[src/design/cpd_pkg.sv]
// ----------------------------------------------------------------------------
// cpd_pkg
// shared widths, codes and types of the close approach detector
// ----------------------------------------------------------------------------
`default_nettype none

package cpd_pkg;

    localparam int INDEX_BITS_DEF = 16;
    localparam int IDX_IN_W       = 16;
    localparam int TIME_W         = 40;
    localparam int POS_W          = 32;
    localparam int DIST_W         = 34;
    localparam int ADIST_W        = 34;
    localparam int ATIME_W        = 42;
    localparam int THR_W          = 32;

    localparam int IN_DATA_W      = 248;
    localparam int OUT_FIELDS_W   = IDX_IN_W + ADIST_W + ATIME_W;
    localparam int OUT_DATA_W     = ((OUT_FIELDS_W + 7) / 8) * 8;

    // job differences
    localparam int H_W            = TIME_W + 2;
    localparam int E_W            = DIST_W + 1;

    // serial arithmetic unit
    localparam int MAG_W          = 128;
    localparam int SGN_W          = MAG_W + 1;
    localparam int WIDE_W         = 256;
    localparam int WCNT_W         = $clog2(WIDE_W);

    localparam int QDEPTH         = 2;
    localparam int QPTR_W         = 1;

    localparam logic [THR_W-1:0] THRESHOLD_RESET = 32'd10000;
    localparam int DCLAMP_W = 41;
    localparam int TCLAMP_W = 45;
    localparam logic [DCLAMP_W-1:0] DIST_CLAMP = 41'h100_0000_0000;
    localparam logic [TCLAMP_W-1:0] TIME_CLAMP = 45'h1000_0000_0000;

    typedef enum logic [1:0] {
        TREND_NONE = 2'd0,
        TREND_FALL = 2'd1,
        TREND_RISE = 2'd2
    } trend_t;

    typedef enum logic [0:0] {
        OP_MUL = 1'b0,
        OP_DIV = 1'b1
    } arith_op_t;

    typedef struct packed {
        logic              start;
        arith_op_t         op;
        logic [WIDE_W-1:0] a;
        logic [WIDE_W-1:0] b;
    } arith_req_t;

    typedef struct packed {
        logic              busy;
        logic              done;
        logic [WIDE_W-1:0] result;
    } arith_rsp_t;

    // one reversal: middle point and offsets of the outer points
    typedef struct packed {
        logic [TIME_W-1:0] t2;
        logic [DIST_W-1:0] d2;
        logic [H_W-1:0]    h1;
        logic [H_W-1:0]    h3;
        logic [E_W-1:0]    e1;
        logic [E_W-1:0]    e3;
    } job_t;

endpackage

`default_nettype wire

[src/design/cpd_queue.sv]
// ----------------------------------------------------------------------------
// cpd_queue
// two-entry job queue between the sample front and the vertex back
// ----------------------------------------------------------------------------
`default_nettype none

module cpd_queue
    import cpd_pkg::*;
#(
    parameter int INDEX_BITS = INDEX_BITS_DEF
)(
    input  logic                  clk,
    input  logic                  rst_n,
    input  logic                  push_valid,
    input  job_t                  push_job,
    input  logic [INDEX_BITS-1:0] push_idx,
    output logic                  full,
    input  logic                  pop,
    output logic                  empty,
    output job_t                  head_job,
    output logic [INDEX_BITS-1:0] head_idx
);

    job_t                  job_mem [QDEPTH];
    logic [INDEX_BITS-1:0] idx_mem [QDEPTH];
    logic [QPTR_W-1:0]     wr_ptr_reg;
    logic [QPTR_W-1:0]     rd_ptr_reg;
    logic [QPTR_W:0]       count_reg;
    logic                  do_push;
    logic                  do_pop;

    assign full     = (count_reg == (QPTR_W+1)'(QDEPTH));
    assign empty    = (count_reg == '0);
    assign do_push  = push_valid && !full;
    assign do_pop   = pop && !empty;
    assign head_job = job_mem[rd_ptr_reg];
    assign head_idx = idx_mem[rd_ptr_reg];

    always_ff @(posedge clk or negedge rst_n)
    begin
        if (!rst_n)
        begin
            wr_ptr_reg <= '0;
            rd_ptr_reg <= '0;
            count_reg  <= '0;
        end
        else
        begin
            if (do_push)
            begin
                wr_ptr_reg <= wr_ptr_reg + 1'b1;
            end
            if (do_pop)
            begin
                rd_ptr_reg <= rd_ptr_reg + 1'b1;
            end
            if (do_push && !do_pop)
            begin
                count_reg <= count_reg + 1'b1;
            end
            else if (do_pop && !do_push)
            begin
                count_reg <= count_reg - 1'b1;
            end
        end
    end

    always_ff @(posedge clk)
    begin
        if (do_push)
        begin
            job_mem[wr_ptr_reg] <= push_job;
            idx_mem[wr_ptr_reg] <= push_idx;
        end
    end

endmodule

`default_nettype wire

[config.mk]
export PLATFORM = sky130hd
export DESIGN_NAME = cpd_queue
export DESIGN_NICKNAME = d
export VERILOG_FILES = /design/src/design/cpd_pkg.sv /design/src/design/cpd_queue.sv
export SDC_FILE = /design/constraint.sdc
export NUM_CORES = 1
export LEC_CHECK = 0
export ABC_AREA = 1
export BUFFER_PORTS_ARGS = -buffer_cell sky130_fd_sc_hd__buf_2
export CELL_PAD_IN_SITES_DETAIL_PLACEMENT = 0
export CELL_PAD_IN_SITES_GLOBAL_PLACEMENT = 1
export CORE_MARGIN = 5
export CORE_UTILIZATION = 46
export CTS_BUF_LIST = sky130_fd_sc_hd__clkbuf_8
export CTS_CLUSTER_SIZE = 14
export DETAILED_ROUTE_END_ITERATION = 8
export PLACE_DENSITY = 0.85
export SYNTH_ARGS = -nofsm -noshare
export SYNTH_HDL_FRONTEND = slang
export SYNTH_SLANG_ARGS = --single-unit
[constraint.sdc]
create_clock -name clk -period 33.3 [get_ports clk]
set_input_delay 6.66 -clock clk [delete_from_list [all_inputs] [get_ports clk]]
set_output_delay 6.66 -clock clk [all_outputs]
set_load 0.05 [all_outputs]
==> reports/results.ini <==
[job]
cap_viol_max_count = 0

[worst_hold_path]
hold_end = wr_ptr_reg
hold_class = reg2reg
whs_path_depth = 2
hold_start = wr_ptr_reg

[logic_synthesis]
synth_edf_count = 488
ys.warnings.count = 0
synth_seq_cells = 492
syn_nets = 1555
synth_compound_area_share_pct = 0.05583
synth_top_area_share_pct = 81.73
yosysMostFrequentCell = nand2_1
synthSimpleGateAreaFrac_pct = 15.70
synth_top_cell_by_area = edfxtp_1
synth_flop_cell = edfxtp_1
synth_async_sr_flop_share_pct = 0.8130
synth_cells = 1306
synth_top_family_by_area = simple AND/OR/NAND/NOR gates
synth_area_um2 = 17930
synth_mux_area_share_pct = 0
syn_area_per_cell_um2 = 13.73
synth-xor-area-share_pct = 0.04885
ys_seq_area_share_pct = 82.29
synthTopCellsByCount = nand2_1 (741), edfxtp_1 (488), buf_2 (38)
synthAdderAreaFrac_pct = 0.06978
synth_area_leaders = edfxtp_1 (82%), nand2_1 (16%), buf_2 (1.1%), dfrtp_1 (0.56%), buf_4 (0.54%)
ys_types = 15

[timing]
final-setup-viol-count = 0
relSlewSlack_pct = 25.80
fmax_mhz = 96.59
hold_viol = 0
fin_crit_ps = 10350
skew_ps = 17.27
drv_slew = 0
setup_tns_ps = 0
timing.final.crit_share_pct = 31.09
setup_ws_ps = 22950
worst_pin_slew_ps = 1113
timing.hold.ws_ps = 491.9
rsz0062_at_grt = false

[routing]
drc = 0
drt-initial-drc-count = 646
antenna_left = 0
vias = 11420
routed_wl_mm = 43.08
wl_per_cell_um = 17.87
viasPerCell = 4.738
drt-pass1-iter-count = 4

[clock_network]
hold_buffers = 0
worst_skew_pair.late_latency_ps = 610
clk_path_buf_depth = 3
cts_tree = yes
cts_setup_buffers = 0
cts-root-buf = clkbuf_8
clock-sinks = 492
cts_buffers = 78
clkTransAtPathRegs_ps = 60
post_cts_resize_count = 0
htree_levels = 3

[grt]
grt_max_degree = 117
antenna_found_initial = 15
grt_pass1_wl_mm = 64.91
grt_pass1_vias = 11570
grt_use_total_pct = 19.34
overflow = 0

[status]
outcome = completed

[critical_path]
cp-end-kind = primary output
r2r-start = count_reg[0]
reg2reg_to = job_mem[1][113]
r2r_slack_ps = 29700
cp_max_fo = 92
cpMaxStageDelayCell = buf_4
cpPeakStageDelay_ps = 920
cpMostUsedCell = nand2_1
r2r_cells = 4
crit_type = reg2out
crit_chain = inv_6, buf_4, nand2_1, nand2_1, buf_2
crit_arrival_ps = 3690
crit_required_ps = 26640
start_kind = register

[floorplan]
coreArea_um2 = 38650
dieArea_um2 = 43030
start_util_pct = 46.39
dieHeight_um = 207.4
die_x_um = 207.4
std_cell_rows = 72
io_pins = 494

[power_and_ir_drop]
pwr-share-comb_pct = 45.2
p_sw_share_pct = 48.15
p_switching_uw = 1166
p_seq_share_pct = 36.7
p_clk_share_pct = 18.0
intPower_uw = 1256
pwr_density_cell_nw_per_um2 = 109.2
p_leak_uw = 0.009608
vdd.ir_drop.worst_uv = 118.0

[finish]
multi_input_area_um2 = 2854
regArea_um2 = 14760
largest_reg_flops = 456
finalNetCount = 2083
fillers = 3187
drive_gt1_share_pct = 31.62
area_delta_synth_final_pct = 23.65

[placed_design]
routabilityCongestion = 0.8061
preCtsSetupSlack_ps = 23470
io_buffers = 493
hpwl_mm = 28.58

-- worst max-delay path, delay by kind of cell, from the launching register on --
| family | cells | cell delay, ps |
|---|---|---|
| simple gates | 2 | 380 |
| buf+inv | 3 | 1840 |
| flops | 1 | 790 |
-- stage by stage --
stage	utilization [%]	instances	power, µW	area, µm²
final	57.37	2411	2422	22170
after global routing	57.35	2408	2547	22160
after CTS	57.29	2400	2451	22140
after detailed placement	53.92	2272	2009	20840
after global placement	53.92	2272	1999	20840
after floorplan	-	1306	1767	17930
-- placed cells by master (no fill, tap or decap), types with 2 or more instances in the layout --
master	netlist	layout
buf_2	38	493
dfrtp_1	4	3
clkbuf_8	0	78
inv_1	7	32
inv_8	0	2
nand2_1	741	741
buf_4	13	9
clkinv_1	0	13
clkinv_2	0	2
inv_6	0	4
clkinvlp_4	0	5
edfxtp_1	488	488
diode_2	0	11
o21ai_0	2	2
nor2_1	4	3
-- power groups by stage --
| stage | logic, µW | clock network [µW] | registers, µW |
|---|---|---|---|
| floorplan | 839 | 0 | 928 |
| global placement | 1100 | 0 | 897 |
| detailed placement | 1110 | 0 | 903 |
| CTS | 1110 | 451 | 891 |
| global route | 1160 | 483 | 901 |
| finish | 1100 | 437 | 889 |
-- cell families after synthesis --
family                     count (synthesis)
and+or+nand+nor                          748
AOI/OAI and AO/OA                          2
adders and majority gates                  1
DFF                                      492
buffers and inverters                     62
xor gates and xnor gates                   1
-- worst max-delay path by stage --
stage                          start               to  depth (start not counted)
after CTS                 rd_ptr_reg     head_job[66]                          5
after floorplan           push_valid    idx_mem[1][0]                          2
after detailed placement  push_valid  job_mem[1][137]                          5
after global routing      rd_ptr_reg     head_job[66]                          5
final                     rd_ptr_reg     head_job[66]                          5
after global placement    push_valid  job_mem[1][117]                          5
-- layout make-up --
| cell class | instances | area share, % |
|---|---|---|
| tap | 518 | 2.923 |
| multi-input combinational | 752 | 12.87 |
| clock buffer | 78 | 4.842 |
| timing repair buffer | 502 | 11.43 |
| clock inverter | 50 | 1.044 |
| sequential | 492 | 66.57 |
| antenna | 11 | 0.1242 |
| inverter | 8 | 0.1919 |
-- metal layers --
layer | vias up | GRT usage, % | routed length, µm
li1 | 5496 | - | -
met1 | 5379 | 23.12 | 16460
met2 | 456 | 31.69 | 20990
met3 | 82 | 7.481 | 4262
met4 | 10 | 8.003 | 1295
met5 | - | 0 | 69
(Power assumes the default switching activity.)
