## config.mk

```make
export PLATFORM = sky130hd
export DESIGN_NAME = cpd_front
export DESIGN_NICKNAME = d
export VERILOG_FILES = /design/src/design/cpd_pkg.sv /design/src/design/cpd_front.sv
export SDC_FILE = /design/constraint.sdc
export NUM_CORES = 2
export LEC_CHECK = 0
export ABC_AREA = 1
export ABC_CLOCK_PERIOD_IN_PS = 14100
export BUFFER_PORTS_ARGS = -buffer_cell sky130_fd_sc_hd__buf_2
export CORE_AREA = 2 2 353 355
export DETAILED_ROUTE_END_ITERATION = 8
export DIE_AREA = 0 0 355 357
export PLACE_DENSITY_LB_ADDON = 0.3
export SETUP_SLACK_MARGIN = 0.1
export SYNTH_ARGS = -nofsm -noshare
export SYNTH_HDL_FRONTEND = slang
export SYNTH_SLANG_ARGS = --single-unit
```

## constraint.sdc

```tcl
create_clock -name clk -period 14.1 [get_ports clk]
set_input_delay 2.82 -clock clk [delete_from_list [all_inputs] [get_ports clk]]
set_output_delay 2.82 -clock clk [all_outputs]
set_load 0.05 [all_outputs]
```

## src/design/cpd_pkg.sv

```systemverilog
// ----------------------------------------------------------------------------
// cpd_pkg
// shared widths, codes and types of the close approach detector
// ----------------------------------------------------------------------------
`default_nettype none

package cpd_pkg;

    localparam int INDEX_BITS_DEF = 16;
    localparam int IDX_IN_W       = 16;
    localparam int TIME_W         = 40;
    localparam int POS_W          = 32;
    localparam int DIST_W         = 34;
    localparam int ADIST_W        = 34;
    localparam int ATIME_W        = 42;
    localparam int THR_W          = 32;

    localparam int IN_DATA_W      = 248;
    localparam int OUT_FIELDS_W   = IDX_IN_W + ADIST_W + ATIME_W;
    localparam int OUT_DATA_W     = ((OUT_FIELDS_W + 7) / 8) * 8;

    // job differences
    localparam int H_W            = TIME_W + 2;
    localparam int E_W            = DIST_W + 1;

    // serial arithmetic unit
    localparam int MAG_W          = 128;
    localparam int SGN_W          = MAG_W + 1;
    localparam int WIDE_W         = 256;
    localparam int WCNT_W         = $clog2(WIDE_W);

    localparam int QDEPTH         = 2;
    localparam int QPTR_W         = 1;

    localparam logic [THR_W-1:0] THRESHOLD_RESET = 32'd10000;
    localparam int DCLAMP_W = 41;
    localparam int TCLAMP_W = 45;
    localparam logic [DCLAMP_W-1:0] DIST_CLAMP = 41'h100_0000_0000;
    localparam logic [TCLAMP_W-1:0] TIME_CLAMP = 45'h1000_0000_0000;

    typedef enum logic [1:0] {
        TREND_NONE = 2'd0,
        TREND_FALL = 2'd1,
        TREND_RISE = 2'd2
    } trend_t;

    typedef enum logic [0:0] {
        OP_MUL = 1'b0,
        OP_DIV = 1'b1
    } arith_op_t;

    typedef struct packed {
        logic              start;
        arith_op_t         op;
        logic [WIDE_W-1:0] a;
        logic [WIDE_W-1:0] b;
    } arith_req_t;

    typedef struct packed {
        logic              busy;
        logic              done;
        logic [WIDE_W-1:0] result;
    } arith_rsp_t;

    // one reversal: middle point and offsets of the outer points
    typedef struct packed {
        logic [TIME_W-1:0] t2;
        logic [DIST_W-1:0] d2;
        logic [H_W-1:0]    h1;
        logic [H_W-1:0]    h3;
        logic [E_W-1:0]    e1;
        logic [E_W-1:0]    e3;
    } job_t;

endpackage

`default_nettype wire

```

## src/design/cpd_front.sv

```systemverilog
// ----------------------------------------------------------------------------
// cpd_front
// distance per sample (three squares, bit-pair square root), trend tracking
// and history; queues a job at each fall-to-rise reversal
// ----------------------------------------------------------------------------
`default_nettype none

module cpd_front
    import cpd_pkg::*;
#(
    parameter int INDEX_BITS = INDEX_BITS_DEF
)(
    input  logic                    clk,
    input  logic                    rst_n,
    input  logic                    in_valid,
    output logic                    in_ready,
    input  logic                    in_first,
    input  logic [IDX_IN_W-1:0]     in_index,
    input  logic [TIME_W-1:0]       in_time,
    input  logic [POS_W-1:0]        in_ax,
    input  logic [POS_W-1:0]        in_ay,
    input  logic [POS_W-1:0]        in_az,
    input  logic [POS_W-1:0]        in_bx,
    input  logic [POS_W-1:0]        in_by,
    input  logic [POS_W-1:0]        in_bz,
    output logic                    push_valid,
    output job_t                    push_job,
    output logic [INDEX_BITS-1:0]   push_idx,
    input  logic                    push_full
);

    localparam int RAD_W  = 68;
    localparam int ROOT_W = 34;
    localparam int REM_W  = ROOT_W + 3;
    localparam int IT_W   = $clog2(ROOT_W);
    localparam int SQ_W   = 2 * (POS_W + 1);

    typedef enum logic [3:0] {
        F_IDLE = 4'b0001,
        F_SQ   = 4'b0010,
        F_ROOT = 4'b0100,
        F_UPD  = 4'b1000
    } fstate_t;

    function automatic logic [POS_W:0] abs_diff(logic [POS_W-1:0] a, logic [POS_W-1:0] b);
        logic [POS_W:0] d;
        begin
            d = {a[POS_W-1], a} - {b[POS_W-1], b};
            abs_diff = d[POS_W] ? (~d + 1'b1) : d;
        end
    endfunction

    fstate_t               state_reg, state_next;
    logic                  first_reg;
    logic [INDEX_BITS-1:0] idx_reg;
    logic [TIME_W-1:0]     time_reg;
    logic [POS_W:0]        mag_reg [3];
    logic [1:0]            sq_cnt_reg;
    logic [RAD_W-1:0]      sum_reg;
    logic [REM_W-1:0]      rem_reg;
    logic [ROOT_W-1:0]     root_reg;
    logic [IT_W-1:0]       it_reg;

    logic [DIST_W-1:0]     prev_reg;
    trend_t                trend_reg;
    logic [TIME_W-1:0]     ht_reg [2];
    logic [DIST_W-1:0]     hd_reg [2];
    logic [1:0]            seen_reg;

    logic [SQ_W-1:0]       sq;
    logic [RAD_W-1:0]      sum_next;
    logic [REM_W-1:0]      rem_sh;
    logic [REM_W-1:0]      trial;
    logic                  root_bit;

    logic [DIST_W-1:0]     dist_cur;
    logic [1:0]            seen_e;
    trend_t                trend_e;
    logic [DIST_W-1:0]     prev_e;
    logic                  rising;
    logic                  job_v;
    logic                  commit;

    assign in_ready = (state_reg == F_IDLE);

    assign sq       = mag_reg[sq_cnt_reg] * mag_reg[sq_cnt_reg];
    assign sum_next = sum_reg + RAD_W'(sq);

    // one root bit per cycle from the top bit pair of the radicand
    assign rem_sh   = {rem_reg[REM_W-3:0], sum_reg[RAD_W-1:RAD_W-2]};
    assign trial    = {1'b0, root_reg, 2'b01};
    assign root_bit = (rem_sh >= trial);

    assign dist_cur = root_reg[DIST_W-1:0];
    assign seen_e  = first_reg ? 2'd0 : seen_reg;
    assign trend_e = first_reg ? TREND_NONE : trend_reg;
    assign prev_e  = first_reg ? '0 : prev_reg;
    assign rising  = !(dist_cur < prev_e);
    assign job_v   = (seen_e == 2'd2) && rising && (trend_e == TREND_FALL);
    assign commit  = (state_reg == F_UPD) && !(job_v && push_full);

    assign push_valid  = (state_reg == F_UPD) && job_v;
    assign push_idx    = idx_reg;
    assign push_job.t2 = ht_reg[0];
    assign push_job.d2 = hd_reg[0];
    assign push_job.h1 = {2'b00, ht_reg[1]} - {2'b00, ht_reg[0]};
    assign push_job.h3 = {2'b00, time_reg} - {2'b00, ht_reg[0]};
    assign push_job.e1 = {1'b0, hd_reg[1]} - {1'b0, hd_reg[0]};
    assign push_job.e3 = {1'b0, dist_cur} - {1'b0, hd_reg[0]};

    always_comb
    begin
        state_next = state_reg;
        case (state_reg)
            F_IDLE:
            begin
                if (in_valid)
                begin
                    state_next = F_SQ;
                end
            end
            F_SQ:
            begin
                if (sq_cnt_reg == 2'd2)
                begin
                    state_next = F_ROOT;
                end
            end
            F_ROOT:
            begin
                if (it_reg == IT_W'(ROOT_W - 1))
                begin
                    state_next = F_UPD;
                end
            end
            F_UPD:
            begin
                if (commit)
                begin
                    state_next = F_IDLE;
                end
            end
            default:
            begin
                state_next = F_IDLE;
            end
        endcase
    end

    always_ff @(posedge clk or negedge rst_n)
    begin
        if (!rst_n)
        begin
            state_reg  <= F_IDLE;
            prev_reg   <= '0;
            trend_reg  <= TREND_NONE;
            ht_reg[0]  <= '0;
            ht_reg[1]  <= '0;
            hd_reg[0]  <= '0;
            hd_reg[1]  <= '0;
            seen_reg   <= 2'd0;
            sq_cnt_reg <= 2'd0;
            it_reg     <= '0;
        end
        else
        begin
            state_reg <= state_next;
            if (state_reg == F_IDLE)
            begin
                sq_cnt_reg <= 2'd0;
            end
            else if (state_reg == F_SQ)
            begin
                sq_cnt_reg <= sq_cnt_reg + 2'd1;
                it_reg     <= '0;
            end
            else if (state_reg == F_ROOT)
            begin
                it_reg <= it_reg + 1'b1;
            end
            if (commit)
            begin
                trend_reg <= (seen_e != 2'd0) ? (rising ? TREND_RISE : TREND_FALL) : trend_e;
                prev_reg  <= dist_cur;
                ht_reg[1] <= first_reg ? '0 : ht_reg[0];
                ht_reg[0] <= time_reg;
                hd_reg[1] <= first_reg ? '0 : hd_reg[0];
                hd_reg[0] <= dist_cur;
                seen_reg  <= (seen_e == 2'd2) ? 2'd2 : seen_e + 2'd1;
            end
        end
    end

    always_ff @(posedge clk)
    begin
        if ((state_reg == F_IDLE) && in_valid)
        begin
            first_reg  <= in_first;
            idx_reg    <= INDEX_BITS'(in_index);
            time_reg   <= in_time;
            mag_reg[0] <= abs_diff(in_ax, in_bx);
            mag_reg[1] <= abs_diff(in_ay, in_by);
            mag_reg[2] <= abs_diff(in_az, in_bz);
            sum_reg    <= '0;
        end
        else if (state_reg == F_SQ)
        begin
            sum_reg  <= sum_next;
            rem_reg  <= '0;
            root_reg <= '0;
        end
        else if (state_reg == F_ROOT)
        begin
            sum_reg  <= {sum_reg[RAD_W-3:0], 2'b00};
            rem_reg  <= root_bit ? (rem_sh - trial) : rem_sh;
            root_reg <= {root_reg[ROOT_W-2:0], root_bit};
        end
    end

endmodule

`default_nettype wire

```

==> metrics list <==
* Count of flip-flops with a built-in enable after synthesis: 225
* CTS Root Buffer Type: sky130_fd_sc_hd__clkbuf_16
- The count of pins over their slew limit is 0.
- Number of nets in the layout: around 12000
- Die height: about 360 microns
- Syn nets: 11707
- Max reg flops: 99
* Path type of the worst setup path: reg2reg
- Setup crit start kind: flip-flop
* Final setup skew: 0.0487 ns
- Total global routing overflow: 0
* Maximum buffer depth of the clock tree: 3
- Die ar.: about 0.13 sq mm
* Required @ worst endpoint: around 15 ns
- Setup fix buffers added after clock tree synthesis: 0
- Row generation in the floorplan step produced 129 rows.
- The first routing iteration left 6358 violations.
- The worst register-to-register path begins at sq_cnt_reg[0]$_DFFE_PN0P_.
* Clock transition at the registers of the reported paths: 0.06 ns
* Post-DR wirelength/cell: 20.5 microns
- Final Hold Violating Endpoints: 0
- Of all nets on the critical path, the largest fanout is 36.
- After technology mapping, the gate count stands at 9935.
* Chip width: 355 microns
- Post-synthesis instance area: 0.0734 sq mm
- Across all layers, the routed design uses approximately 66000 vias.
- After routing, the total negative slack on setup checks comes to 0 ns.
- Peak per-stage delay on the critical path: 0.98 ns
* Count of buffers inserted at the top-level ports: roughly 500
* Wirelength, routed: between 200000 and 250000 microns
- Setup crit end kind: flip-flop
- The H-tree generated during clock tree synthesis spans 2 levels.
- The routed design could run at a clock period as short as 10.42 ns.
- Tracing the worst setup path back leads to its startpoint at sq_cnt_reg[0]$_DFFE_PN0P_.
* Layout overhead on the synthesized area: 7.73%
- Number of remaining DRC errors: 0
- In this run the worst hold path is classified as reg2reg.
- Sequential fraction of the synthesis area: 0.167
- For this design, the CTS-stage hold fixing added 0 buffers.
- The worst hold path begins at sum_reg[60]$_SDFFE_PP0P_.
- Synth warnings: 0
- CTS tree: built
- Worst Setup Slack, final: 3.68 ns
- Fraction of registers with async set/reset: 0.359
* Number of placed I/O pins: 499
- The slowest stage of the critical path belongs to the cell sky130_fd_sc_hd__clkinv_1.
- For the pin with the worst max-slew slack, the measured transition is 1.19 ns.
- After clock tree synthesis, the repair step resized 0 gates.
- Synthesis inferred 457 register bits.
- A synthesized cell averages 7.38 sq um.
- RSZ-0062 raised after global routing: no
- In the global route stage, overall resource usage came out at 0.386.
- After synthesis, the netlist uses 60 different library cells.
* Final Cycle Share: 0.739
* DP HPWL: 204000 microns
* Post-DRT Antenna Nets: 0
* Achievable frequency: 96.0 MHz
- The later pin in the worst-skew pair is clocked with a latency of 0.67 ns.
* Core footprint: ~0.12 sq mm
- Timing analysis after detailed placement gives a worst setup slack of 3.95 ns.
- Sink Count: 457
* Vias/cell: between 5 and 6
- In the synthesized netlist the dominant register cell turns out to be sky130_fd_sc_hd__edfxtp_1.
- Vias in the first global route: approximately 66000
* Num CTS Buffers: 55
- Before antenna repair, the detailed router went through 9 iterations.
- Across the run, the number of max-cap violations was 0.
- Setup slack on the worst reg-to-reg path comes out at 3.68 ns.
- Headroom to the max-slew limit came out at 0.207.
- Setup violations remaining at the end of the flow were counted as 0.
- Data on the critical path arrives at its endpoint at 10.91 ns.
* Pin count of the biggest net entering global routing: ~120
- Starting Density: 0.596
- First-pass GRT wire length: 375000 microns
- The filler cells instantiated in the layout total 11245.
* Number of antenna violations at the first check in global routing: 7
- RePlAce Congestion: approximately 1.1
* Ratio of cells with drive above 1 in the final layout: 0.0781
- The flow ran to the end, and the final reports show no timing, DRC or antenna violations.
==> metrics by stage <==
| step | hold slack (ns) | cell area [sq um] | utilization | cells |
|---|---|---|---|---|
| 3_5_place_dp | 0.458 | 77000 | 0.626 | 11867 |
| 2_1_floorplan | 0.444 | 73400 | - | 9935 |
| 3_3_place_gp | 0.452 | 77000 | 0.626 | 11867 |
| 6_report | 0.468 | 79000 | 0.643 | 11974 |
| 5_1_grt | 0.485 | 79000 | 0.643 | 11973 |
| 4_1_cts | 0.467 | 79000 | 0.642 | 11971 |
==> layout by cell type, fill, tap and decap left out, types with 49 or more instances in the layout <==
master                      netlist  routed
sky130_fd_sc_hd__nor2_1        1032    1031
sky130_fd_sc_hd__nand4_1         73      73
sky130_fd_sc_hd__dfrtp_1        163     163
sky130_fd_sc_hd__nand2_1       2179    2178
sky130_fd_sc_hd__xor2_1         174     174
sky130_fd_sc_hd__inv_1         2308    2306
sky130_fd_sc_hd__clkbuf_16        0      57
sky130_fd_sc_hd__fa_1           935     935
sky130_fd_sc_hd__o21ai_0        490     473
sky130_fd_sc_hd__a21oi_1        510     510
sky130_fd_sc_hd__ha_1           584     584
sky130_fd_sc_hd__dfxtp_1         68      68
sky130_fd_sc_hd__nand3_1        320     319
sky130_fd_sc_hd__buf_2           60     497
sky130_fd_sc_hd__xnor2_1         95      95
sky130_fd_sc_hd__nor3_1          49      49
sky130_fd_sc_hd__buf_4           78      70
sky130_fd_sc_hd__edfxtp_1       225     225
==> worst paths after layout <==
path / depth (start not counted) / endpoint
setup / recovery: 32 / sum_reg[60]$_SDFFE_PP0P_
hold / removal: 2 / sum_reg[60]$_SDFFE_PP0P_
setup reg to reg: 32 / sum_reg[60]$_SDFFE_PP0P_
min in group asynchronous: 1 / push_job[204]$_DFFE_PN0P_
max in group asynchronous: 3 / it_reg[5]$_DFFE_PN0P_
hold reg to reg: 2 / sum_reg[60]$_SDFFE_PP0P_
==> cells by family (layout without fill, tap and decap cells) <==
group	count (synthesis)	in the layout	share of synthesized area
simple gates	3831	3831	0.213
buf+inv	2606	3005	0.139
fa+ha+maj	1519	1519	0.355
compound gates	1249	1249	0.0937
flops	457	457	0.167
xor+xnor	273	273	0.0332
other cells	0	3	0
==> worst max-delay path, delay by kind of cell, from the launching register on <==
kind	cells	cell delay, ns
AO/OA/AOI/OAI	5	1.89
adder cells (fa/ha/maj)	9	4.51
buffers and inverters	10	2.15
flip-flops	1	0.81
AND/OR/NAND/NOR	8	0.83
==> final cells by class <==
cell class | instances | area (sq um) | share of cell area
Inverter | 2333 | 8770 | 0.111
Multi-Input combinational cell | 6872 | 51000 | 0.645
Timing Repair Buffer | 568 | 3020 | 0.0383
Sequential cell | 457 | 12200 | 0.155
Clock inverter | 32 | 420 | 0.00532
Tap cell | 1637 | 2050 | 0.0259
Antenna cell | 3 | 7.51 | 0.0000950
Clock buffer | 72 | 1560 | 0.0198
==> synthesized netlist by cell type, types with 73 or more instances <==
master                        n  area share
sky130_fd_sc_hd__inv_1     2308        0.12
sky130_fd_sc_hd__nand2_1   2179        0.11
sky130_fd_sc_hd__nor2_1    1032       0.053
sky130_fd_sc_hd__fa_1       935        0.26
sky130_fd_sc_hd__ha_1       584        0.10
sky130_fd_sc_hd__a21oi_1    510       0.035
sky130_fd_sc_hd__o21ai_0    490       0.033
sky130_fd_sc_hd__nand3_1    320       0.022
sky130_fd_sc_hd__edfxtp_1   225       0.092
sky130_fd_sc_hd__xor2_1     174       0.021
sky130_fd_sc_hd__dfrtp_1    163       0.056
sky130_fd_sc_hd__clkbuf_1   110      0.0056
sky130_fd_sc_hd__xnor2_1     95       0.011
sky130_fd_sc_hd__buf_4       78      0.0080
sky130_fd_sc_hd__nand4_1     73      0.0062
==> metal layers <==
metal / vias to the layer above / global-route usage / routed length, microns
li1: 31018 / - / -
met1: 31668 / 0.502 / 97600
met2: 2932 / 0.620 / 112000
met3: 680 / 0.0679 / 21400
met4: 4 / 0.198 / 14900
met5: - / 0 / 22
Power is left out: the tool's default activity adds up to more than one toggle a clock period on the data nets, which glitch-free logic cannot reach.
